==> src/rrph_pkg.sv <==
// Shared types, constants and the CORDIC angle table of the rotated-rectangle hit test.
`timescale 1ns / 1ps
`default_nettype none

package rrph_pkg;

  // Field and register widths.
  localparam int CoordW   = 20;
  localparam int CenterW  = 20;
  localparam int SizeW    = 19;
  localparam int AngleW   = 17;
  localparam int CfgIdxW  = 3;
  localparam int CfgDataW = 20;

  // Corner storage: x and y of the four corners.
  localparam int CornerW    = 22;
  localparam int NumCorners = 4;
  localparam int NumCoords  = 2 * NumCorners;

  // Point datapath widths.
  localparam int DiffW   = CornerW + 1;
  localparam int ProdW   = 2 * DiffW;
  localparam int CrossW  = ProdW + 1;
  localparam int AbsW    = ProdW;
  localparam int SumW    = AbsW + 2;
  localparam int AreaW   = SumW;
  localparam int TolDiv  = 1000;
  localparam int TolW    = $clog2(TolDiv + 1);
  localparam int ScaledW = SumW + TolW;

  // Sine and cosine generation.
  localparam int TrigW       = 27;
  localparam int ZW          = 24;
  localparam int ZScaleShift = 8;
  localparam int CordicSteps = 16;
  localparam int StepW       = $clog2(CordicSteps);
  localparam int CordicGain  = 10188014;
  localparam int FoldW       = AngleW + 1;
  localparam int FullTurn    = 46080;
  localparam int HalfTurn    = 23040;
  localparam int QuarterTurn = 11520;

  // Shared multiplier and corner rounding.
  localparam int MulW       = TrigW;
  localparam int MulOutW    = 2 * MulW;
  localparam int OffW       = ProdW + 1;
  localparam int CornerFrac = 25;
  localparam int RoundHalf  = 1 << (CornerFrac - 1);

  // Positions of the corner coordinates.
  localparam int LtX = 0;
  localparam int LtY = 1;
  localparam int LbX = 2;
  localparam int LbY = 3;
  localparam int RtX = 4;
  localparam int RtY = 5;
  localparam int RbX = 6;
  localparam int RbY = 7;

  // Configuration register indexes.
  typedef enum logic [CfgIdxW-1:0] {
    CFG_CENTER_X  = 3'd0,
    CFG_CENTER_Y  = 3'd1,
    CFG_WIDTH     = 3'd2,
    CFG_HEIGHT    = 3'd3,
    CFG_ANGLE     = 3'd4
  } cfg_idx_e;

  // Derived rectangle geometry handed to the point datapath.
  typedef struct packed {
    logic [NumCoords-1:0][CornerW-1:0] coord;
    logic [AreaW-1:0]                  area;
  } geom_t;

  // Arctangent of 2^-i in units of 1/32768 degree.
  function automatic logic signed [ZW-1:0] atan_step(input logic [StepW-1:0] idx);
    logic signed [ZW-1:0] val;
    case (idx)
      0:       val = ZW'(1474560);
      1:       val = ZW'(870484);
      2:       val = ZW'(459940);
      3:       val = ZW'(233473);
      4:       val = ZW'(117189);
      5:       val = ZW'(58652);
      6:       val = ZW'(29333);
      7:       val = ZW'(14667);
      8:       val = ZW'(7334);
      9:       val = ZW'(3667);
      10:      val = ZW'(1833);
      11:      val = ZW'(917);
      12:      val = ZW'(458);
      13:      val = ZW'(229);
      14:      val = ZW'(115);
      default: val = ZW'(57);
    endcase
    return val;
  endfunction

endpackage

`default_nettype wire

==> src/rrph_geom.sv <==
// Configuration registers and the sequencer that derives the corners and area.
`timescale 1ns / 1ps
`default_nettype none

module rrph_geom import rrph_pkg::*; (
  input  logic                clk_i,
  input  logic                rst_ni,
  input  logic                cfg_we_i,
  input  logic [CfgIdxW-1:0]  cfg_index_i,
  input  logic [CfgDataW-1:0] cfg_wdata_i,
  output logic                busy_o,
  output geom_t               geom_o
);

  localparam int NumProd   = 4;
  localparam int AreaSteps = 6;

  typedef enum logic [5:0] {
    ST_IDLE   = 6'b000001,
    ST_START  = 6'b000010,
    ST_CORDIC = 6'b000100,
    ST_PROD   = 6'b001000,
    ST_CORNER = 6'b010000,
    ST_AREA   = 6'b100000
  } geom_state_e;

  logic signed [CenterW-1:0] center_x_q, center_y_q;
  logic [SizeW-1:0]          width_q, height_q;
  logic signed [AngleW-1:0]  angle_q;

  geom_state_e      state_q, state_d;
  logic [StepW-1:0] cnt_q, cnt_d;

  logic signed [TrigW-1:0]   x_q, y_q;
  logic signed [ZW-1:0]      z_q;
  logic                      neg_q;
  logic signed [ProdW-1:0]   wc_q, hs_q, hc_q, ws_q;
  logic signed [CornerW-1:0] corner_q [NumCoords];
  logic signed [ProdW-1:0]   prod_q;
  logic signed [CrossW-1:0]  cr_q;
  logic [AreaW-1:0]          area_q;

  // Configuration writes.
  always_ff @(posedge clk_i or negedge rst_ni) begin
    if (!rst_ni) begin
      center_x_q <= '0;
      center_y_q <= '0;
      width_q    <= '0;
      height_q   <= '0;
      angle_q    <= '0;
    end else if (cfg_we_i) begin
      case (cfg_index_i)
        CFG_CENTER_X: center_x_q <= $signed(cfg_wdata_i[CenterW-1:0]);
        CFG_CENTER_Y: center_y_q <= $signed(cfg_wdata_i[CenterW-1:0]);
        CFG_WIDTH:    width_q    <= cfg_wdata_i[SizeW-1:0];
        CFG_HEIGHT:   height_q   <= cfg_wdata_i[SizeW-1:0];
        CFG_ANGLE:    angle_q    <= $signed(cfg_wdata_i[AngleW-1:0]);
        default: ;
      endcase
    end
  end

  // Angle folding into +-90 degrees, with the sign flip noted for later.
  logic signed [FoldW-1:0] ang_ext, ang_wrap, ang_fold;
  logic                    fold_neg;
  logic signed [ZW-1:0]    z_init;

  always_comb begin
    ang_ext = FoldW'(angle_q);
    if (ang_ext > FoldW'(HalfTurn)) begin
      ang_wrap = ang_ext - FoldW'(FullTurn);
    end else if (ang_ext <= -FoldW'(HalfTurn)) begin
      ang_wrap = ang_ext + FoldW'(FullTurn);
    end else begin
      ang_wrap = ang_ext;
    end
    fold_neg = 1'b1;
    if (ang_wrap > FoldW'(QuarterTurn)) begin
      ang_fold = ang_wrap - FoldW'(HalfTurn);
    end else if (ang_wrap < -FoldW'(QuarterTurn)) begin
      ang_fold = ang_wrap + FoldW'(HalfTurn);
    end else begin
      ang_fold = ang_wrap;
      fold_neg = 1'b0;
    end
    z_init = ZW'(ang_fold) <<< ZScaleShift;
  end

  // One CORDIC rotation per cycle.
  logic signed [TrigW-1:0] x_sh, y_sh, x_step, y_step;
  logic signed [ZW-1:0]    z_step;

  always_comb begin
    x_sh = x_q >>> cnt_q;
    y_sh = y_q >>> cnt_q;
    if (!z_q[ZW-1]) begin
      x_step = x_q - y_sh;
      y_step = y_q + x_sh;
      z_step = z_q - atan_step(cnt_q);
    end else begin
      x_step = x_q + y_sh;
      y_step = y_q - x_sh;
      z_step = z_q + atan_step(cnt_q);
    end
  end

  // Shared multiplier: size times trig terms, then the corner cross products.
  logic signed [TrigW-1:0]   cos_v, sin_v;
  logic signed [MulW-1:0]    width_s, height_s;
  logic signed [MulW-1:0]    mul_a, mul_b;
  logic signed [MulOutW-1:0] mul_p;
  logic signed [ProdW-1:0]   prod_v;

  always_comb begin
    cos_v    = neg_q ? -x_q : x_q;
    sin_v    = neg_q ? -y_q : y_q;
    width_s  = $signed(MulW'(width_q));
    height_s = $signed(MulW'(height_q));
    if (state_q == ST_PROD) begin
      case (cnt_q[1:0])
        2'd0: begin mul_a = width_s;  mul_b = cos_v; end
        2'd1: begin mul_a = height_s; mul_b = sin_v; end
        2'd2: begin mul_a = height_s; mul_b = cos_v; end
        default: begin mul_a = width_s; mul_b = sin_v; end
      endcase
    end else begin
      case (cnt_q[1:0])
        2'd0: begin
          mul_a = MulW'(corner_q[LbX]) - MulW'(corner_q[LtX]);
          mul_b = MulW'(corner_q[RtY]) - MulW'(corner_q[LtY]);
        end
        2'd1: begin
          mul_a = MulW'(corner_q[LbY]) - MulW'(corner_q[LtY]);
          mul_b = MulW'(corner_q[RtX]) - MulW'(corner_q[LtX]);
        end
        2'd2: begin
          mul_a = MulW'(corner_q[RtX]) - MulW'(corner_q[LbX]);
          mul_b = MulW'(corner_q[RbY]) - MulW'(corner_q[LbY]);
        end
        default: begin
          mul_a = MulW'(corner_q[RtY]) - MulW'(corner_q[LbY]);
          mul_b = MulW'(corner_q[RbX]) - MulW'(corner_q[LbX]);
        end
      endcase
    end
    mul_p  = MulOutW'(mul_a) * MulOutW'(mul_b);
    prod_v = ProdW'(mul_p);
  end

  // One corner coordinate per cycle: signed sum of two products, rounded, plus center.
  logic [1:0]              corner_n;
  logic                    is_y, sx_pos, sy_pos;
  logic signed [ProdW-1:0] term1, term2;
  logic signed [OffW-1:0]  off_sum, off, ctr;
  logic signed [CornerW-1:0] corner_val;

  always_comb begin
    corner_n = cnt_q[2:1];
    is_y     = cnt_q[0];
    sx_pos   = corner_n[1];
    sy_pos   = !corner_n[0];
    if (!is_y) begin
      term1 = sx_pos ? wc_q : -wc_q;
      term2 = sy_pos ? -hs_q : hs_q;
      ctr   = OffW'(center_x_q);
    end else begin
      term1 = sy_pos ? hc_q : -hc_q;
      term2 = sx_pos ? ws_q : -ws_q;
      ctr   = OffW'(center_y_q);
    end
    off_sum    = OffW'(term1) + OffW'(term2) + OffW'(RoundHalf);
    off        = off_sum >>> CornerFrac;
    corner_val = CornerW'(off + ctr);
  end

  // Magnitude of the current cross product.
  logic [AreaW-1:0] cr_abs;

  always_comb begin
    cr_abs = cr_q[CrossW-1] ? AreaW'(-cr_q) : AreaW'(cr_q);
  end

  // Sequencer: start, CORDIC, products, corners, area.
  always_comb begin
    state_d = state_q;
    cnt_d   = cnt_q + StepW'(1);
    case (state_q)
      ST_IDLE: cnt_d = '0;
      ST_START: begin
        state_d = ST_CORDIC;
        cnt_d   = '0;
      end
      ST_CORDIC: begin
        if (cnt_q == StepW'(CordicSteps - 1)) begin
          state_d = ST_PROD;
          cnt_d   = '0;
        end
      end
      ST_PROD: begin
        if (cnt_q == StepW'(NumProd - 1)) begin
          state_d = ST_CORNER;
          cnt_d   = '0;
        end
      end
      ST_CORNER: begin
        if (cnt_q == StepW'(NumCoords - 1)) begin
          state_d = ST_AREA;
          cnt_d   = '0;
        end
      end
      ST_AREA: begin
        if (cnt_q == StepW'(AreaSteps - 1)) begin
          state_d = ST_IDLE;
          cnt_d   = '0;
        end
      end
      default: begin
        state_d = ST_START;
        cnt_d   = '0;
      end
    endcase
    // Any write starts the derivation over from the current registers.
    if (cfg_we_i) begin
      state_d = ST_START;
      cnt_d   = '0;
    end
  end

  always_ff @(posedge clk_i or negedge rst_ni) begin
    if (!rst_ni) begin
      state_q <= ST_START;
      cnt_q   <= '0;
    end else begin
      state_q <= state_d;
      cnt_q   <= cnt_d;
    end
  end

  // Geometry datapath registers.
  always_ff @(posedge clk_i) begin
    case (state_q)
      ST_START: begin
        x_q   <= TrigW'(CordicGain);
        y_q   <= '0;
        z_q   <= z_init;
        neg_q <= fold_neg;
      end
      ST_CORDIC: begin
        x_q <= x_step;
        y_q <= y_step;
        z_q <= z_step;
      end
      ST_PROD: begin
        case (cnt_q[1:0])
          2'd0:    wc_q <= prod_v;
          2'd1:    hs_q <= prod_v;
          2'd2:    hc_q <= prod_v;
          default: ws_q <= prod_v;
        endcase
      end
      ST_CORNER: corner_q[cnt_q[2:0]] <= corner_val;
      ST_AREA: begin
        // Products are issued in steps 0 to 3, registered in prod_q and consumed in steps 1 to 4.
        prod_q <= prod_v;
        case (cnt_q)
          1: cr_q <= CrossW'(prod_q);
          2: cr_q <= cr_q - CrossW'(prod_q);
          3: begin
            area_q <= cr_abs;
            cr_q   <= CrossW'(prod_q);
          end
          4: cr_q <= cr_q - CrossW'(prod_q);
          5: area_q <= area_q + cr_abs;
          default: ;
        endcase
      end
      default: ;
    endcase
  end

  // Outputs.
  assign busy_o = (state_q != ST_IDLE);

  always_comb begin
    for (int k = 0; k < NumCoords; k++) begin
      geom_o.coord[k] = corner_q[k];
    end
    geom_o.area = area_q;
  end

endmodule

`default_nettype wire

==> config.mk <==
export PLATFORM = sky130hd
export DESIGN_NAME = rrph_geom
export DESIGN_NICKNAME = d
export VERILOG_FILES = /design/src/rrph_pkg.sv /design/src/rrph_geom.sv
export SDC_FILE = /design/constraint.sdc
export NUM_CORES = 2
export LEC_CHECK = 0
export ABC_AREA = 1
export ABC_CLOCK_PERIOD_IN_PS = 16500
export BUFFER_PORTS_ARGS = -buffer_cell sky130_fd_sc_hd__buf_2
export CAP_MARGIN = 10
export CORE_MARGIN = 2
export CORE_UTILIZATION = 65
export DETAILED_ROUTE_END_ITERATION = 10
export PLACE_DENSITY = 0.83
export SETUP_SLACK_MARGIN = 0.15
export SYNTH_ARGS = -nofsm -noshare
export SYNTH_HDL_FRONTEND = slang
export SYNTH_SLANG_ARGS = --single-unit
export TNS_END_PERCENT = 10
==> constraint.sdc <==
create_clock -name clk_i -period 16.5 [get_ports clk_i]
set_input_delay 0.825 -clock clk_i [delete_from_list [all_inputs] [get_ports clk_i]]
set_output_delay 0.825 -clock clk_i [all_outputs]
set_load 0.02 [all_outputs]
==> flow_metrics.py <==
metrics = {
    "grt": {
        "grt_pass1_wl_mm": 453.9,
        "met1_usage_pct": 60.37,
        "grt_usage_pct": 46.99,
        "grt_max_degree": 92,
        "grt_pass1_vias": 76830,
        "use_met3_pct": 14.44,
        "gr-usage-met2_pct": 70.11,
        "antenna_found_initial": 15,
        "grt_most_used_layer": "met2",
        "grt_overflow": 0,
    },
    "detailed_routing": {
        "wire_per_inst_microns": 23.95,
        "drt_iter0_markers": 12110,
        "drc": 5,
        "vias": 80230,
        "dr.pass1.iters": 11,
        "routed_via_density": 6.326,
        "ant_nets": 0,
        "wl_mm": 303.7,
    },
    "yosys": {
        "synth-edff-count": 580,
        "avgSynthCellArea_sq_um": 7.513,
        "synth_cell_types": 81,
        "synth-compound-area-share_pct": 14.83,
        "yosysMostFrequentCell": "nand2_1",
        "synth_mux_area_share_pct": 0.3071,
        "synthTopCellsByArea": "edfxtp_1, fa_1, nand2_1",
        "yosys.area_share.simple_pct": 21.15,
        "ys_ff_latch": 685,
        "synth_top_area_share_pct": 21.37,
        "synthAdderAreaFrac_pct": 25.11,
        "yosysWarnings": 0,
        "syn_area_sq_um": 81480,
        "synth_top_family_by_area": "adder cells",
        "synth_xor_area_share_pct": 3.513,
        "synth_nets": 12130,
        "synthCells": 10850,
        "yosys_most_used_dff": "edfxtp_1",
        "synth.largest_area_cell": "edfxtp_1",
        "netlist_top_cells_count": "nand2_1, inv_1, nor2_1",
        "yosysSeqAreaShare_pct": 24.60,
        "async_reset_ff_share_pct": 15.33,
    },
    "critical_path": {
        "crit_buf_inv": 11,
        "worstSetupPathType": "reg2reg",
        "crit_path_max_incr_delay_ps": 780,
        "r2r-start": "cnt_q[1]",
        "setup.worst_path.end_class": "flip-flop",
        "cp-startpoint": "cnt_q[1]",
        "crit_family": "adder cells",
        "cp_max_fo": 63,
        "worstSetupStartpointType": "flip-flop",
        "slowest_stage": "buf_4",
        "worstPathArrival_ps": 12960,
        "cpMostUsedCell": "fa_1",
        "required_ps": 16870,
    },
    "clock_network": {
        "worstSkewPairLatency_ps": 770,
        "cts_sinks": 685,
        "cts_tree": "built",
        "htreeDepth": 3,
        "clk_path_buf_depth": 3,
        "path_clk_slew_ps": 60,
        "cts_buffers": 80,
        "cts_root_buf": "clkbuf_16",
        "post-cts-setup-buffers": 0,
    },
    "die": {
        "std_cell_rows": 129,
        "start_util_pct": 65.65,
        "die_area_sq_um": 128200,
        "fp.dieH_microns": 358.1,
        "chipWidth_microns": 358.1,
        "ios": 251,
        "core_sq_um": 124100,
    },
    "timing": {
        "drv_slew": 0,
        "postLayoutSetupSlackWorst_ps": 3907,
        "tightestPinTransition_ps": 1481,
        "slew_headroom_pct": 0.5520,
        "rsz0062_at_grt": "no",
        "finalSetupViolCount": 0,
        "hold_violations": 0,
        "fmax_mhz": 79.41,
        "fin_crit_sh_pct": 76.32,
        "post-route-min-period_ps": 12590,
        "setup_tns_ps": 0,
        "fin_skew_ps": 73.61,
    },
    "place": {
        "portBuffers": 250,
        "dp_hpwl_mm": 239.5,
        "gp_congestion": 1.080,
        "place_ws_ps": 4763,
        "placed_cell_area_sq_um": 84310,
    },
    "hold_path": {
        "hold_path_class": "in2reg",
        "min_from": "cfg_we_i",
    },
    "final_layout": {
        "num-nets-final": 12260,
        "area_growth_pct": 7.191,
        "utilization_pct": 70.37,
        "fill_cells": 9936,
        "finalInstanceArea_sq_um": 87340,
        "final-seq-area_sq_um": 20050,
        "drive_gt1_share_pct": 6.277,
        "multiInputGateArea_sq_um": 53070,
    },
    "job": {
        "cap_violations": 1,
    },
    "status": {
        "outcome": "complete, but fails checks",
        "violations": "design-rule violations, max-capacitance violations",
    },
}
==> worst register-to-register path: cells and delay by family, from the launching register on <==
kind,cells,cell delay (ps)
buffers and inverters,11,3080
DFF,1,760
adders and majority gates,9,4380
xor gates and xnor gates,1,760
and+or+nand+nor,10,3240
==> cell families (layout without fill, tap and decap cells) <==
family | Yosys count | in the layout
simple gates | 4149 | 4149
buf+inv | 2229 | 2423
compound gates | 2177 | 2177
fa+ha+maj | 1255 | 1255
flops | 685 | 685
xor+xnor | 326 | 326
mux | 25 | 25
other cells | 0 | 6
==> worst paths after layout <==
| check | endpoint | slack [ps] | cells past startpoint |
|---|---|---|---|
| max in group asynchronous | cnt_q[0] | 14450 | 3 |
| worst min register to register | height_q[14] | 480 | 2 |
| worst min-delay path | state_q[4] | 400 | 2 |
| worst max-delay path | prod_q[39] | 3910 | 31 |
| min in group asynchronous | angle_q[14] | 510 | 2 |
| worst max register to register | prod_q[39] | 3910 | 31 |
==> sequential cells by signal, indices dropped and copies added, names as in the netlist, 17 cells and up <==
register and count:
hc_q 46, cr_q 47, center_y_q 20, hs_q 46, z_q 24, y_q 27
area_q 48, corner_q 176, wc_q 46, width_q 19, prod_q 46, angle_q 17
center_x_q 20, height_q 19, x_q 27, ws_q 46
==> cell type report <==
cell class | count | area share (%)
well taps | 1637 | 2.345
inverters | 1937 | 8.332
clock inverters | 52 | 0.8796
multi-input cells | 7932 | 60.76
flip-flops and latches | 685 | 22.96
clock buffers | 96 | 2.442
diodes | 6 | 0.01719
repair buffers | 338 | 2.266
==> cells in the final DEF (no fill, tap or decap), types with 24 or more instances in the layout <==
| cell | count |
|---|---|
| mux2i_1 | 25 |
| o21ai_2 | 24 |
| o22ai_1 | 37 |
| nand4_1 | 91 |
| a21oi_1 | 822 |
| buf_2 | 249 |
| edfxtp_1 | 580 |
| xor2_1 | 197 |
| dfrtp_1 | 101 |
| nor2_2 | 33 |
| a31oi_1 | 88 |
| a21o_1 | 35 |
| o21bai_1 | 37 |
| o21ai_0 | 757 |
| o21ai_1 | 125 |
| inv_1 | 1910 |
| o211ai_1 | 46 |
| nor4_1 | 52 |
| nand3_1 | 372 |
| clkbuf_16 | 81 |
| nor3_1 | 135 |
| ha_1 | 621 |
| fa_1 | 634 |
| nand2_1 | 2366 |
| xnor2_1 | 125 |
| o31ai_1 | 25 |
| buf_4 | 82 |
| nor2_1 | 931 |
| or2_2 | 68 |
| o21a_1 | 55 |
==> metrics by stage <==
step / cells / hold slack (ps)
2_1_floorplan: 10850 / 445.1
3_3_place_gp: 12520 / 459.0
3_5_place_dp: 12520 / 465.6
4_1_cts: 12670 / 384.9
5_1_grt: 12680 / 382.1
6_report: 12680 / 400.9
==> routing by layer <==
metal,wire length (microns),vias up
li1,-,35580
met1,109900,37380
met2,127200,5888
met3,44150,1379
met4,22430,12
met5,69,-
==> repair_timing <==
item                                    4_1_cts  5_1_grt
endpoints found under the hold margin        16        0
resized for setup                             0        0
endpoints found under the setup margin        0        0
hold buffers                                  1        0
Power is not shown: default switching activity piles up to over one toggle a cycle in this logic, so the estimate is an artifact.
